===== src/rtl/ssd_pkg.sv =====
`timescale 1ns / 1ps
// ----------------------------------------------------------------------------
// Seven-segment shift driver package
// Operation codes, frame layout constants, the glyph table and shared types.
// ----------------------------------------------------------------------------
package ssd_pkg;

  localparam int unsigned DigitCount = 4;
  localparam int unsigned DigitBits  = 7;
  localparam int unsigned MaskBits   = DigitCount + 1;
  localparam int unsigned FrameBits  = 32;
  localparam int unsigned DotsPos    = DigitCount * DigitBits;
  localparam int unsigned BitCntW    = $clog2(FrameBits);

  typedef logic [DigitBits-1:0] segments_t;
  typedef logic [FrameBits-1:0] frame_t;
  typedef logic [MaskBits-1:0]  mask_t;

  typedef enum logic [2:0] {
    OP_SET_DIGIT   = 3'd0,
    OP_SET_DOTS    = 3'd1,
    OP_TOGGLE_DOTS = 3'd2,
    OP_SET_MASK    = 3'd3,
    OP_TOGGLE_MASK = 3'd4,
    OP_REFRESH     = 3'd5
  } op_e;

  typedef enum logic {
    SHIFT_IDLE,
    SHIFT_BUSY
  } shift_state_e;

  // Status of the frame queue as seen by the front and back parts.
  typedef struct packed {
    logic full;
    logic empty;
  } queue_status_t;

  // Segment pattern for a glyph code; bit 0 is segment A, bit 6 segment G.
  // Codes outside the table, the blank code included, give all segments off.
  function automatic segments_t glyph_lookup(logic [7:0] code);
    segments_t seg;
    case (code)
      8'd0:    seg = 7'b0111111;
      8'd1:    seg = 7'b0000110;
      8'd2:    seg = 7'b1011011;
      8'd3:    seg = 7'b1001111;
      8'd4:    seg = 7'b1100110;
      8'd5:    seg = 7'b1101101;
      8'd6:    seg = 7'b1111101;
      8'd7:    seg = 7'b0000111;
      8'd8:    seg = 7'b1111111;
      8'd9:    seg = 7'b1101111;
      8'd10:   seg = 7'b1010000;
      8'd11:   seg = 7'b1110111;
      8'd12:   seg = 7'b1010100;
      8'd13:   seg = 7'b1011110;
      8'd14:   seg = 7'b0011100;
      8'd15:   seg = 7'b1111001;
      8'd16:   seg = 7'b1101101;
      8'd17:   seg = 7'b1011100;
      8'd18:   seg = 7'b1110001;
      8'd19:   seg = 7'b0111110;
      8'd20:   seg = 7'b1111100;
      8'd21:   seg = 7'b1111000;
      8'd22:   seg = 7'b0000001;
      8'd23:   seg = 7'b0000010;
      8'd24:   seg = 7'b0000100;
      8'd25:   seg = 7'b0001000;
      8'd26:   seg = 7'b0010000;
      8'd27:   seg = 7'b0100000;
      8'd28:   seg = 7'b1110110;
      8'd29:   seg = 7'b0110000;
      8'd30:   seg = 7'b1011111;
      8'd31:   seg = 7'b0010000;
      8'd32:   seg = 7'b1101110;
      8'd33:   seg = 7'b1110100;
      8'd34:   seg = 7'b1000000;
      default: seg = '0;
    endcase
    return seg;
  endfunction

endpackage


===== src/rtl/ssd_if.sv =====
`timescale 1ns / 1ps
// ----------------------------------------------------------------------------
// Seven-segment shift driver channels
// Valid/ready channels for operation transactions and for frame bits.
// ----------------------------------------------------------------------------
interface ssd_in_if;
  logic       valid;
  logic       ready;
  logic [2:0] operation;
  logic [1:0] digit_index;
  logic [7:0] glyph_code;
  logic       dots_value;
  logic [4:0] mask_value;

  modport source (output valid, operation, digit_index, glyph_code, dots_value,
                  mask_value, input ready);
  modport sink (input valid, operation, digit_index, glyph_code, dots_value,
                mask_value, output ready);
endinterface

interface ssd_out_if;
  logic valid;
  logic ready;
  logic serial_bit;
  logic last_bit;

  modport source (output valid, serial_bit, last_bit, input ready);
  modport sink (input valid, serial_bit, last_bit, output ready);
endinterface


===== src/rtl/ssd_front.sv =====
`timescale 1ns / 1ps
// ----------------------------------------------------------------------------
// Seven-segment shift driver front end
// Accepts operations, updates the display state and queues refresh frames.
// ----------------------------------------------------------------------------
module ssd_front (
  input  logic                 clk_i,
  input  logic                 rst_ni,
  ssd_in_if.sink               in_i,
  input  ssd_pkg::queue_status_t status_i,
  output logic                 push_o,
  output ssd_pkg::frame_t      frame_o
);

  ssd_pkg::segments_t digit_q [ssd_pkg::DigitCount];
  ssd_pkg::segments_t digit_d [ssd_pkg::DigitCount];
  logic               dots_q, dots_d;
  ssd_pkg::mask_t     mask_q, mask_d;
  logic               is_refresh;
  logic               accept;

  assign is_refresh = (in_i.operation == ssd_pkg::OP_REFRESH);
  assign in_i.ready = !is_refresh || !status_i.full;
  assign accept     = in_i.valid && in_i.ready;
  assign push_o     = accept && is_refresh;

  always_comb begin
    frame_o = '0;
    for (int k = 0; k < ssd_pkg::DigitCount; k++) begin
      frame_o[k*ssd_pkg::DigitBits +: ssd_pkg::DigitBits] =
        digit_q[k] & {ssd_pkg::DigitBits{mask_q[k]}};
    end
    frame_o[ssd_pkg::DotsPos] = dots_q & mask_q[ssd_pkg::DigitCount];
  end

  always_comb begin
    digit_d = digit_q;
    dots_d  = dots_q;
    mask_d  = mask_q;
    if (accept) begin
      case (in_i.operation)
        ssd_pkg::OP_SET_DIGIT:   digit_d[in_i.digit_index] =
                                   ssd_pkg::glyph_lookup(in_i.glyph_code);
        ssd_pkg::OP_SET_DOTS:    dots_d = in_i.dots_value;
        ssd_pkg::OP_TOGGLE_DOTS: dots_d = !dots_q;
        ssd_pkg::OP_SET_MASK:    mask_d = in_i.mask_value;
        ssd_pkg::OP_TOGGLE_MASK: mask_d = mask_q ^ in_i.mask_value;
        default: ;
      endcase
    end
  end

  always_ff @(posedge clk_i or negedge rst_ni) begin
    if (!rst_ni) begin
      for (int k = 0; k < ssd_pkg::DigitCount; k++) digit_q[k] <= '0;
      dots_q <= 1'b0;
      mask_q <= '1;
    end else begin
      digit_q <= digit_d;
      dots_q  <= dots_d;
      mask_q  <= mask_d;
    end
  end

endmodule


===== src/rtl/ssd_frame_queue.sv =====
`timescale 1ns / 1ps
// ----------------------------------------------------------------------------
// Seven-segment shift driver frame queue
// Small first-in first-out queue of packed frames between front and back.
// ----------------------------------------------------------------------------
module ssd_frame_queue #(
  parameter int unsigned Depth = 2
) (
  input  logic                   clk_i,
  input  logic                   rst_ni,
  input  logic                   push_i,
  input  ssd_pkg::frame_t        frame_i,
  input  logic                   pop_i,
  output ssd_pkg::frame_t        frame_o,
  output ssd_pkg::queue_status_t status_o
);

  localparam int unsigned PtrW = (Depth > 1) ? $clog2(Depth) : 1;
  localparam int unsigned CntW = $clog2(Depth + 1);

  ssd_pkg::frame_t     entry_q [Depth];
  logic [PtrW-1:0]     wr_ptr_q, wr_ptr_d;
  logic [PtrW-1:0]     rd_ptr_q, rd_ptr_d;
  logic [CntW-1:0]     count_q, count_d;
  logic                do_push, do_pop;

  assign status_o.full  = (count_q == CntW'(Depth));
  assign status_o.empty = (count_q == '0);
  assign do_push        = push_i && !status_o.full;
  assign do_pop         = pop_i && !status_o.empty;
  assign frame_o        = entry_q[rd_ptr_q];

  always_comb begin
    wr_ptr_d = wr_ptr_q;
    rd_ptr_d = rd_ptr_q;
    count_d  = count_q;
    if (do_push) begin
      wr_ptr_d = (wr_ptr_q == PtrW'(Depth - 1)) ? '0 : wr_ptr_q + 1'b1;
    end
    if (do_pop) begin
      rd_ptr_d = (rd_ptr_q == PtrW'(Depth - 1)) ? '0 : rd_ptr_q + 1'b1;
    end
    if (do_push && !do_pop) begin
      count_d = count_q + 1'b1;
    end else if (do_pop && !do_push) begin
      count_d = count_q - 1'b1;
    end
  end

  always_ff @(posedge clk_i or negedge rst_ni) begin
    if (!rst_ni) begin
      wr_ptr_q <= '0;
      rd_ptr_q <= '0;
      count_q  <= '0;
    end else begin
      wr_ptr_q <= wr_ptr_d;
      rd_ptr_q <= rd_ptr_d;
      count_q  <= count_d;
    end
  end

  always_ff @(posedge clk_i) begin
    if (do_push) begin
      entry_q[wr_ptr_q] <= frame_i;
    end
  end

endmodule


===== src/rtl/ssd_shifter.sv =====
`timescale 1ns / 1ps
// ----------------------------------------------------------------------------
// Seven-segment shift driver back end
// Takes frames from the queue and shifts them out, most significant bit first.
// ----------------------------------------------------------------------------
module ssd_shifter (
  input  logic                   clk_i,
  input  logic                   rst_ni,
  input  ssd_pkg::queue_status_t status_i,
  input  ssd_pkg::frame_t        frame_i,
  output logic                   pop_o,
  ssd_out_if.source              out_o
);

  ssd_pkg::shift_state_e          state_q, state_d;
  ssd_pkg::frame_t                shift_q, shift_d;
  logic [ssd_pkg::BitCntW-1:0]    cnt_q, cnt_d;
  logic                           last;
  logic                           accept;

  assign last           = (cnt_q == ssd_pkg::BitCntW'(ssd_pkg::FrameBits - 1));
  assign accept         = out_o.valid && out_o.ready;
  assign out_o.serial_bit = shift_q[ssd_pkg::FrameBits-1];
  assign out_o.last_bit   = last;

  always_comb begin
    state_d = state_q;
    case (state_q)
      ssd_pkg::SHIFT_IDLE: begin
        if (!status_i.empty) state_d = ssd_pkg::SHIFT_BUSY;
      end
      ssd_pkg::SHIFT_BUSY: begin
        if (accept && last && status_i.empty) state_d = ssd_pkg::SHIFT_IDLE;
      end
      default: state_d = ssd_pkg::SHIFT_IDLE;
    endcase
  end

  always_comb begin
    out_o.valid = 1'b0;
    pop_o       = 1'b0;
    case (state_q)
      ssd_pkg::SHIFT_IDLE: begin
        pop_o = !status_i.empty;
      end
      ssd_pkg::SHIFT_BUSY: begin
        out_o.valid = 1'b1;
        pop_o       = accept && last && !status_i.empty;
      end
      default: ;
    endcase
  end

  always_comb begin
    shift_d = shift_q;
    cnt_d   = cnt_q;
    if (pop_o) begin
      shift_d = frame_i;
      cnt_d   = '0;
    end else if (accept) begin
      shift_d = {shift_q[ssd_pkg::FrameBits-2:0], 1'b0};
      cnt_d   = cnt_q + 1'b1;
    end
  end

  always_ff @(posedge clk_i or negedge rst_ni) begin
    if (!rst_ni) begin
      state_q <= ssd_pkg::SHIFT_IDLE;
      cnt_q   <= '0;
    end else begin
      state_q <= state_d;
      cnt_q   <= cnt_d;
    end
  end

  always_ff @(posedge clk_i) begin
    shift_q <= shift_d;
  end

endmodule


===== src/rtl/seven_segment_shift_driver_core.sv =====
`timescale 1ns / 1ps
// ----------------------------------------------------------------------------
// Seven-segment shift driver core
// Keeps four digits, the dots and a visibility mask, and serialises refresh
// frames for a chain of display shift registers.
// ----------------------------------------------------------------------------
// Register operations are accepted every cycle.
// A refresh puts out 32 bits, one per cycle while the output is ready; with the
// shifter idle the frame is first written into the frame queue and then popped by
// the shifter as it enters its busy state, where it offers the first bit, and the
// shifter sets the sustained refresh rate once the frame queue is full. Reset
// clears the digits and dots, sets the mask to all ones and empties the queue.
module seven_segment_shift_driver_core #(
  parameter int unsigned FRAME_QUEUE_DEPTH = 2
) (
  input  logic  clk_i,
  input  logic  rst_ni,
  ssd_in_if.sink    in_i,
  ssd_out_if.source out_o
);

  ssd_pkg::queue_status_t status;
  ssd_pkg::frame_t        push_frame;
  ssd_pkg::frame_t        head_frame;
  logic                   push;
  logic                   pop;

  ssd_front u_front (
    .clk_i    (clk_i),
    .rst_ni   (rst_ni),
    .in_i     (in_i),
    .status_i (status),
    .push_o   (push),
    .frame_o  (push_frame)
  );

  ssd_frame_queue #(
    .Depth (FRAME_QUEUE_DEPTH)
  ) u_queue (
    .clk_i    (clk_i),
    .rst_ni   (rst_ni),
    .push_i   (push),
    .frame_i  (push_frame),
    .pop_i    (pop),
    .frame_o  (head_frame),
    .status_o (status)
  );

  ssd_shifter u_shifter (
    .clk_i    (clk_i),
    .rst_ni   (rst_ni),
    .status_i (status),
    .frame_i  (head_frame),
    .pop_o    (pop),
    .out_o    (out_o)
  );

endmodule


===== src/flat_wrapper.sv =====
// flat-port wrapper written by rule: the top's interface ports become plain ports
module seven_segment_shift_driver_core_flat 
#(
  parameter int unsigned FRAME_QUEUE_DEPTH = 2
)
  (clk_i, rst_ni, in_i_valid, in_i_operation, in_i_digit_index, in_i_glyph_code, in_i_dots_value, in_i_mask_value, in_i_ready, out_o_valid, out_o_serial_bit, out_o_last_bit, out_o_ready);
  ssd_in_if in_i_i ();
  ssd_out_if out_o_i ();
  input  logic clk_i;
  input  logic rst_ni;
  input wire logic [$bits(in_i_i.valid)-1:0] in_i_valid;
  input wire logic [$bits(in_i_i.operation)-1:0] in_i_operation;
  input wire logic [$bits(in_i_i.digit_index)-1:0] in_i_digit_index;
  input wire logic [$bits(in_i_i.glyph_code)-1:0] in_i_glyph_code;
  input wire logic [$bits(in_i_i.dots_value)-1:0] in_i_dots_value;
  input wire logic [$bits(in_i_i.mask_value)-1:0] in_i_mask_value;
  output wire logic [$bits(in_i_i.ready)-1:0] in_i_ready;
  output wire logic [$bits(out_o_i.valid)-1:0] out_o_valid;
  output wire logic [$bits(out_o_i.serial_bit)-1:0] out_o_serial_bit;
  output wire logic [$bits(out_o_i.last_bit)-1:0] out_o_last_bit;
  input wire logic [$bits(out_o_i.ready)-1:0] out_o_ready;
  assign in_i_i.valid = in_i_valid;
  assign in_i_i.operation = in_i_operation;
  assign in_i_i.digit_index = in_i_digit_index;
  assign in_i_i.glyph_code = in_i_glyph_code;
  assign in_i_i.dots_value = in_i_dots_value;
  assign in_i_i.mask_value = in_i_mask_value;
  assign in_i_ready = in_i_i.ready;
  assign out_o_valid = out_o_i.valid;
  assign out_o_serial_bit = out_o_i.serial_bit;
  assign out_o_last_bit = out_o_i.last_bit;
  assign out_o_i.ready = out_o_ready;
  seven_segment_shift_driver_core #(.FRAME_QUEUE_DEPTH(FRAME_QUEUE_DEPTH)) u_core (.clk_i(clk_i), .rst_ni(rst_ni), .in_i(in_i_i), .out_o(out_o_i));
endmodule

===== config.mk =====
export PLATFORM = sky130hd
export DESIGN_NAME = seven_segment_shift_driver_core_flat
export DESIGN_NICKNAME = d
export VERILOG_FILES = /design/src/rtl/ssd_pkg.sv /design/src/rtl/ssd_if.sv /design/src/rtl/ssd_front.sv /design/src/rtl/ssd_frame_queue.sv /design/src/rtl/ssd_shifter.sv /design/src/rtl/seven_segment_shift_driver_core.sv /design/src/flat_wrapper.sv
export SDC_FILE = /design/constraint.sdc
export NUM_CORES = 1
export LEC_CHECK = 0
export ABC_AREA = 1
export BUFFER_PORTS_ARGS = -buffer_cell sky130_fd_sc_hd__buf_2
export CORE_MARGIN = 8
export CORE_UTILIZATION = 25
export DETAILED_ROUTE_END_ITERATION = 16
export GPL_ROUTABILITY_DRIVEN = 0
export PLACE_DENSITY_LB_ADDON = 0.2
export SYNTH_ARGS = -nofsm -noshare
export SYNTH_HDL_FRONTEND = slang
export SYNTH_SLANG_ARGS = --single-unit

===== constraint.sdc =====
create_clock -name clk_i -period 7.05 [get_ports clk_i]
set_input_delay 0.705 -clock clk_i [delete_from_list [all_inputs] [get_ports clk_i]]
set_output_delay 0.705 -clock clk_i [all_outputs]
set_load 0.01 [all_outputs]

Yosys cells after proc, flatten, opt, wreduce, memory -nomap -nowiden
Memory sizes are Yosys's and may differ from the RTL's.
Cells that the tools add are included.
- add/sub/neg operators: 5
- order comparisons: 2
- equal/unequal tests: 7
- mux-type cells: 23
- bitwise logic cells: 8
- reduce and logical (&&, ||, !) cells: 28
- operators with widths (cell ; number):
    two-way mux 32 bit ; 2
    AND 7 bit ; 4
    bitwise mux 28 bit ; 1
    two-way mux 7 bit ; 4
    demux 7 bit (select 2 bit) ; 1
    logical AND 1 bit ; 11
    two-way mux 5 bit ; 2
    case mux 5 bit (2 select lines) ; 1
    nonzero test 2 bit ; 4
    two-way mux 1 bit ; 7
    equality test 3 x 2 -> 1 bit (second input constant) ; 2
    equality test 3 bit (second input constant) ; 2
    zero test 1 bit ; 6
    case mux 1 bit (2 select lines) ; 3
    AND reduction 2 bit ; 3
    adder 5 x 1 -> 5 bit (second input constant) ; 1
    equality test 5 bit (second input constant) ; 1
    bitwise XOR 5 bit ; 1
    zero test 2 bit ; 2
    two-way mux 2 bit ; 2
    equality test 3 x 1 -> 1 bit (second input constant) ; 1
    greater-or-equal comparator 3 bit (second input constant) ; 1
    zero test 3 bit ; 1
    less-than comparator 3 x 1 -> 1 bit (second input constant) ; 1
    other kinds (8) ; 9
- flip-flop bits (word level): 76
- RAM bits: 58
- ROM bits: 448
- input bits: 23
- output and inout bits: 4
- word-level logic and storage cells: 87
- memories kept: 2
- memory list (memory ; words ; bits a word ; read ports ; clocked after memory_dff ; write ports ; RTL line ; RTL):
    (name not given) ; 64 ; 7 ; 1 ; 0 ; 0 ; ssd_pkg.sv:43 ; case (code)
    u_core.u_queue.entry_q ; 2 ; 29 ; 1 ; 0 ; 1 ; ssd_frame_queue.sv:21 ; ssd_pkg::frame_t entry_q [Depth];

Longest topological paths before layout
Gate-level depths: netlist of the first run.
- word-level depth: 10
- gate-level depth with buffers: 11

Hierarchy
A second synthesis of the first run with hierarchy kept.
- cells, all modules: 703
- area total of the unflattened synthesis: 6551.3 µm²
- by module, submodules not included (module ; times used ; cells an instance ; area an instance (µm²) ; seq. area each (µm²)):
    ssd_frame_queue ; 1 ; 199 ; 2558.7 ; 2021.9
    ssd_front ; 1 ; 333 ; 2296.0 ; 857.1
    ssd_shifter ; 1 ; 171 ; 1696.6 ; 1111.1

Least setup slack after synthesis of the first run
OpenSTA, ideal clock, no wires.
- path kind: input -> register
- from: input port in_i_operation[0]
- to: memory u_core.u_queue.entry_q[0][0] (netlist name), enable pin
- setup time: 0.415 ns
- arrival: 2.416 ns
- required time: 6.635 ns
- setup slack: 4.219 ns
- cell stages on the path: 7
- path buffers: 0
- cells stage by stage: inv_1 -> nor2_1 -> nand3_2 -> nand2_2 -> nor2_2 -> inv_1 -> nor2_1
- cells in the longest elaborated chain, start to end: 8
- ends and longest elaborated chain (item ; RTL line ; RTL):
    start: declaration ; flat_wrapper.sv:12 ; input wire logic [$bits(in_i_i.operation)-1:0] in_i_operation;
    equality test 3 bit ; ssd_front.sv:22 ; assign is_refresh = (in_i.operation == ssd_pkg::OP_REFRESH);
    zero test 1 bit ; ssd_front.sv:23 ; assign in_i.ready = !is_refresh || !status_i.full;
    logical OR 1 bit ; ssd_front.sv:23 ;
    via in_i_ready ; flat_wrapper.sv:17 ; output wire logic [$bits(in_i_i.ready)-1:0] in_i_ready;
    logical AND 1 bit ; ssd_front.sv:24 ; assign accept = in_i.valid && in_i.ready;
    logical AND 1 bit ; ssd_front.sv:25 ; assign push_o = accept && is_refresh;
    logical AND 1 bit ; ssd_frame_queue.sv:29 ; assign do_push = push_i && !status_o.full;
    via u_core.u_queue.do_push ; ssd_frame_queue.sv:25 ; logic do_push, do_pop;
    two-way mux 1 bit ; ssd_frame_queue.sv:63 ; if (do_push) begin
    two-way mux 1 bit (not written as such) ; ssd_frame_queue.sv:64 ; entry_q[wr_ptr_q] <= frame_i;
    end: declaration ; ssd_frame_queue.sv:21 ;
The timed path passes the listed nets, and every way through them passes these cells.

Final worst setup path of the first run
- from: register u_core.u_shifter.cnt_q[0] (netlist name)
- to: register u_core.u_shifter.shift_q[6], data pin
- cells in the longest elaborated chain, start to end: 5
- ends and longest elaborated chain (item ; RTL line ; RTL):
    start: declaration ; ssd_shifter.sv:17 ; logic [ssd_pkg::BitCntW-1:0] cnt_q, cnt_d;
    start signal: assignment ; ssd_shifter.sv:72 ; cnt_q <= cnt_d;
    equality test 5 bit ; ssd_shifter.sv:21 ; assign last = (cnt_q == ssd_pkg::BitCntW'(ssd_pkg::FrameBits - 1));
    logical AND 1 bit (2 in series) ; ssd_shifter.sv:48 ; pop_o = accept && last && !status_i.empty;
    case mux 1 bit (2 select lines) ; ssd_shifter.sv:42 ; case (state_q)
    two-way mux 32 bit ; ssd_shifter.sv:57 ; if (pop_o) begin
    via u_core.u_shifter.shift_d[6] ; ssd_shifter.sv:16 ; ssd_pkg::frame_t shift_q, shift_d;
    end signal: assignment ; ssd_shifter.sv:77 ; shift_q <= shift_d;
    end: declaration ; ssd_shifter.sv:16 ;
The timed path passes the listed nets, and every way through them passes these cells.
A chain may end at the register's enable or synchronous reset.

==> results.toml, run 1 <==
[run_status]
status = "finished, final reports clean"

[final_layout]
fin_util_pct = 29.3
synthToLayoutAreaGrowth_pct = 16.2
diodes = 0
drive_above_1_share_pct = 13.2
final_cell_area_um2 = 7090
finalNetCount = 689

[critical_path]
cp.required_ns = 7.16
crit_type = "reg2reg"
worstPathMaxFanout = 60
worst_ep_arrival_time_ns = 2.50
slowest_stage = "inv_2"
crit_family = "buffers and inverters"
cp-end-kind = "register"
critical-path-max-stage-delay_ns = 0.71
crit_buf_inv = 1
ff2ff_setup_slack_ns = 4.66
path_common_cell = "nand2_1"
cp-start-kind = "register"
worstPathCellList = "ha_1, nand2_1, nor2_1, ha_1, nand2_1, nand2_1, nand2_2, inv_2, a31oi_1"

[routing]
drc = 0
drt-initial-drc-count = 241
routed_wl_um = 13000
num_vias = 4150
firstDrtPassIters = 4
wl_per_cell_um = 13.1
vias_per_cell = 4.18
postRouteAntennaNets = 0

[synth]
avgSynthCellArea_um2 = 9.73
synth_top_area_share_pct = 44.3
syn-num-nets = 660
syn_inst = 627
yosys_register_bits = 134
synth_flop_cell = "edfxtp_1"
async_reset_ff_share_pct = 32.8
synth_edf_count = 90
synth_cell_type_count = 32
yosysTopAreaCell = "edfxtp_1"
synth_common_cells = "nand2_1 (217), edfxtp_1 (90), inv_1 (59), nand3_1 (52), nor2_1 (44)"
yosysWarnings = 0
synth_area_leaders = "edfxtp_1 (44%), dfrtp_1 (16%), nand2_1 (13%)"
yosysSeqAreaShare_pct = 62.4
yosysMostFrequentCell = "nand2_1"
netlist_area_um2 = 6100

[power_and_ir_drop]
leakage_nw = 3.18
vdd_drop_max_v = 0.000177
power_density_nw_per_um2 = 291

[placed_design]
dpl.hpwl_um = 8630
place_area_um2 = 6570
port_buffers = 26

[timing]
fin_skew_ns = 0.00833
fin_hold_ws_ns = 0.385
slew_headroom_pct = 28.1
grt_setup_unrepaired = "false"
timing.final.max_slew_violations = 0
setup_viol = 0
worst_pin_slew_ns = 1.08
clock.fmax_ghz = 0.418
min_period_over_period_pct = 34.0
setup_tns_ns = 0
period_minus_slack_ns = 2.39
finalHoldViolations = 0

[die]
die_h_um = 172
initial_core_util_pct = 25.2
core_um2 = 24200
die_area_um2 = 29700
num_io_pins = 27
die_w_um = 172
rows = 57

[global_routing]
antenna_found_initial = 0
grt_overflow = 0
grt_usage_pct = 9.49
first_global_vias = 4092
grt_pass1_wl_um = 21800
grt_max_degree = 61

[job]
max-cap-violations = 0

[hold_path]
hold_class = "in2async"

[clock_network]
cts_root_buf = "clkbuf_16"
cts_buffer_depth = 2
postCtsSetupRepairBufs = 0
cts_tree = "built"
clock_latency_ns = 0.41
cts-htree-levels = 4
cts_hold_buf = 0
cts_made_buffers = 17
cts_resized = 0
cts_num_sinks = 134
clk_pin_slew_ns = 0.06
## per-layer routing
layer	vias up	global-route usage [%]	wire length, um
li1	2127	-	-
met1	1945	12.5	6530
met2	64	14.9	5930
met3	14	1.64	285
met4	0	4.65	239
met5	-	0	0
## power breakdown
part           total, W  leakage [nW]  internal, W  switching, W
Clock          0.000782         0.261     0.000476      0.000306
Sequential     0.000982          1.43     0.000933     0.0000485
Combinational  0.000298          1.49    0.0000938      0.000204
## through the flow
| stage | power [W] | setup slack, ns | cells |
|---|---|---|---|
| finish | 0.00206 | 4.66 | 993 |
| global route | 0.00218 | 4.37 | 993 |
| CTS | 0.00209 | 4.62 | 993 |
| detailed placement | 0.00130 | 4.64 | 961 |
| global placement | 0.00131 | 4.65 | 961 |
| floorplan | 0.00121 | 4.22 | 627 |
## area by class of cell
| cell class | instances | area (um^2) |
|---|---|---|
| clock buffer | 26 | 490 |
| sequential | 134 | 3810 |
| timing repair buffer | 31 | 168 |
| clock inverter | 6 | 30.0 |
| multi-input combinational | 404 | 1930 |
| inverter | 68 | 255 |
| tap | 324 | 405 |
| fill | 2537 | 17100 |
## final timing paths
kind,startpoint,endpoint,cells past startpoint
worst min-delay path,rst_ni,u_core.u_front.dots_q$_DFFE_PN0P_,2
worst max-delay path,u_core.u_shifter.cnt_q[0]$_DFFE_PN0P_,u_core.u_shifter.shift_q[6]$_DFFE_PP_,9
max in group asynchronous,rst_ni,u_core.u_front.digit_q[14]$_DFFE_PN0P_,2
worst max register to register,u_core.u_shifter.cnt_q[0]$_DFFE_PN0P_,u_core.u_shifter.shift_q[6]$_DFFE_PP_,9
worst min register to register,u_core.u_front.digit_q[16]$_DFFE_PN0P_,u_core.u_front.digit_q[16]$_DFFE_PN0P_,2
min in group clk_i,u_core.u_front.digit_q[16]$_DFFE_PN0P_,u_core.u_front.digit_q[16]$_DFFE_PN0P_,2
## registers in the layout, indices dropped and copies added (netlist names)
signal,cells
u_core.u_queue.entry_q,58
u_core.u_shifter.shift_q,32
u_core.u_front.digit_q,28
u_core.u_front.mask_q,5
u_core.u_shifter.cnt_q,5
u_core.u_queue.count_q,2
u_core.u_front.dots_q,1
u_core.u_queue.rd_ptr_q,1
u_core.u_queue.wr_ptr_q,1
u_core.u_shifter.state_q,1
## placed cells by master (no fill, tap or decap), drive strengths merged, types with 2 or more instances in the layout
cell    netlist  routed
inv          68      68
xor2          3       3
o21ai        19      19
ha           10      10
a31oi        28      28
dfrtp        39      39
nand2       221     221
dfstp         5       5
nand3        53      53
nor3          6       6
a21oi         9       9
clkbuf        8      26
nor2         48      48
nand4         2       2
buf          13      31
edfxtp       90      90
clkinv        0       6
## logic make-up (layout without fill, tap and decap cells)
group / after synthesis / in the layout / share of synthesized area [%]
buf+inv: 89 / 131 / 6.01
xor+xnor: 4 / 4 / 0.574
mux: 1 / 1 / 0.185
fa+ha+maj: 10 / 10 / 2.05
compound gates: 58 / 58 / 5.47
flops: 134 / 134 / 62.4
simple gates: 331 / 331 / 23.3
Power figures use the tool's default switching activity.
==> run 2, diff against run 1 <==
clock period = 2.3 ns   (was 7.05 ns; I/O delays follow)
==> run 2 against run 1 <==
Worst setup slack got worse by 4.4 ns. Core utilization grew 0.57 points. Flip-flop and latch count did not move. Critical path type unchanged. Largest power group unchanged. Sequential power rose to 3.1 times the previous value. Total power grew to 3.2 times the previous value. Routed wire length is 1.8% lower.
==> results.toml, run 2 (synthesis gave the netlist of run 1 again) <==
[final_layout]
finalNetCount = 694
layout_common_cells = "nand2_1 (217), edfxtp_1 (90), inv_1 (59), nand3_1 (52), nor2_1 (42)"
reg.largest.list = "u_core.u_queue.entry_q (58), u_core.u_shifter.shift_q (32), u_core.u_front.digit_q (28)"
diodes = 0
synthToLayoutAreaGrowth_pct = 18.5
final_common_cell = "nand2_1"
drive_above_1_share_pct = 13.4
final_cells = 998
regMostFlops = "u_core.u_queue.entry_q"
largest_reg_flops = 58
final_cell_area_um2 = 7230

[global_routing]
grt_usage_pct = 9.24
grt_overflow = 0
grt_pass1_wl_um = 21200
grt_max_degree = 45
antenna_found_initial = 0
first_global_vias = 4079

[power_and_ir_drop]
vdd_drop_max_v = 0.000498
power_density_nw_per_um2 = 903
leakage_nw = 3.23

[timing]
clock.fmax_ghz = 0.495
worst_pin_slew_ns = 0.588
fin_skew_ns = 0.0152
fin_ws_ns = 0.281
finalHoldViolations = 0
timing.final.max_slew_violations = 0
min_period_over_period_pct = 87.8
grt_setup_unrepaired = "false"
slew_headroom_pct = 60.8
setup_viol = 0
period_minus_slack_ns = 2.02

[clock_network]
clock_latency_ns = 0.41
cts_tree = "built"
cts_made_buffers = 17
postCtsSetupRepairBufs = 0
clk_pin_slew_ns = 0.06
cts_num_sinks = 134
cts_root_buf = "clkbuf_16"
cts_resized = 0
cts-htree-levels = 4
cts_buffer_depth = 2

[job]
max-cap-violations = 0

[routing]
drc = 0
routed_wl_um = 12700
vias_per_cell = 4.07
postRouteAntennaNets = 0
drt-initial-drc-count = 226
firstDrtPassIters = 5
wl_per_cell_um = 12.8
num_vias = 4064

[die]
rows = 57
initial_core_util_pct = 25.2
die_h_um = 172
num_io_pins = 27
die_w_um = 172
core_um2 = 24200
die_area_um2 = 29700

[critical_path]
cp-end-kind = "register"
cp.required_ns = 2.59
slowest_stage = "dfrtp_1"
worstPathMaxFanout = 8
crit_family = "adder cells"
critical-path-max-stage-delay_ns = 0.40
crit_type = "reg2reg"
worst_ep_arrival_time_ns = 2.31
worstPathCellList = "ha_1, nand2_1, nor2_1, ha_1, nand2_1, nand2_1, nand2_2, ha_1, a21oi_1, o21ai_0, xor2_1"
cp-start-kind = "register"
crit_buf_inv = 0

[hold_path]
hold_class = "in2reg"

[placed_design]
dpl.hpwl_um = 8960
place_ws_ns = 0.264
place_area_um2 = 6660
dpl.cell_count = 965
port_buffers = 26

[run_status]
status = "finished, final reports clean"
run 2: worst register-to-register path, stage by stage (launching register included):
cell,delay (ns)
dfrtp_1,0.40
ha_1,0.22
nand2_1,0.08
nor2_1,0.04
ha_1,0.20
nand2_1,0.06
nand2_1,0.07
nand2_2,0.16
ha_1,0.28
a21oi_1,0.11
o21ai_0,0.11
xor2_1,0.15
run 2: stage by stage:
stage               setup TNS (ns)  utilization (%)  hold slack (ns)  power [W]
floorplan                   -12.48                -          -0.0656    0.00370
global placement                 0             27.6            0.368    0.00404
detailed placement               0             27.6            0.364    0.00404
CTS                              0             29.9           0.0344    0.00664
global route                     0             29.9           0.0557    0.00686
finish                           0             29.9           0.0478    0.00653
run 2: final timing paths:
kind / slack, ns / endpoint / cells past startpoint / start
setup / recovery: 0.28 / u_core.u_queue.count_q[1]$_DFFE_PN0P_ / 11 / u_core.u_shifter.cnt_q[0]$_DFFE_PN0P_
hold / removal: 0.05 / u_core.u_front.mask_q[0]$_DFFE_PN1P_ / 3 / in_i_mask_value[0]
setup reg to reg: 0.28 / u_core.u_queue.count_q[1]$_DFFE_PN0P_ / 11 / u_core.u_shifter.cnt_q[0]$_DFFE_PN0P_
hold reg to reg: 0.48 / u_core.u_front.digit_q[1]$_DFFE_PN0P_ / 2 / u_core.u_front.digit_q[1]$_DFFE_PN0P_
max in group asynchronous: 1.44 / u_core.u_front.digit_q[11]$_DFFE_PN0P_ / 3 / rst_ni
min in group asynchronous: 0.45 / u_core.u_shifter.cnt_q[2]$_DFFE_PN0P_ / 3 / rst_ni
run 2: cell type report:
cell class / count / area (um^2)
repair buffers: 36 / 270
multi-input cells: 404 / 1930
clock inverters: 5 / 73.8
flip-flops and latches: 134 / 3810
clock buffers: 27 / 483
inverters: 68 / 255
fillers: 2555 / 16900
well taps: 324 / 405
run 2: power by group:
part	switching [W]	internal (W)
clock network	0.000911	0.00165
logic	0.000625	0.000330
registers	0.000153	0.00286
run 2: repair_timing:
action / 4_1_cts / 5_1_grt
hold endpoints to repair: 39 / 0
endpoints found under the setup margin: 0 / 0
hold buffers: 1 / 0
run 2: layer usage:
| metal | routed length [um] | track usage (%) | part of all wire, % | vias to the layer above |
|---|---|---|---|---|
| met3 | 275 | 1.64 | 2.2 | 11 |
| met4 | 178 | 4.76 | 1.4 | 0 |
| met2 | 5930 | 14.5 | 47 | 54 |
| li1 | - | - | - | 2132 |
| met1 | 6350 | 12.1 | 50 | 1867 |
| met5 | 0 | 0 | 0 | - |
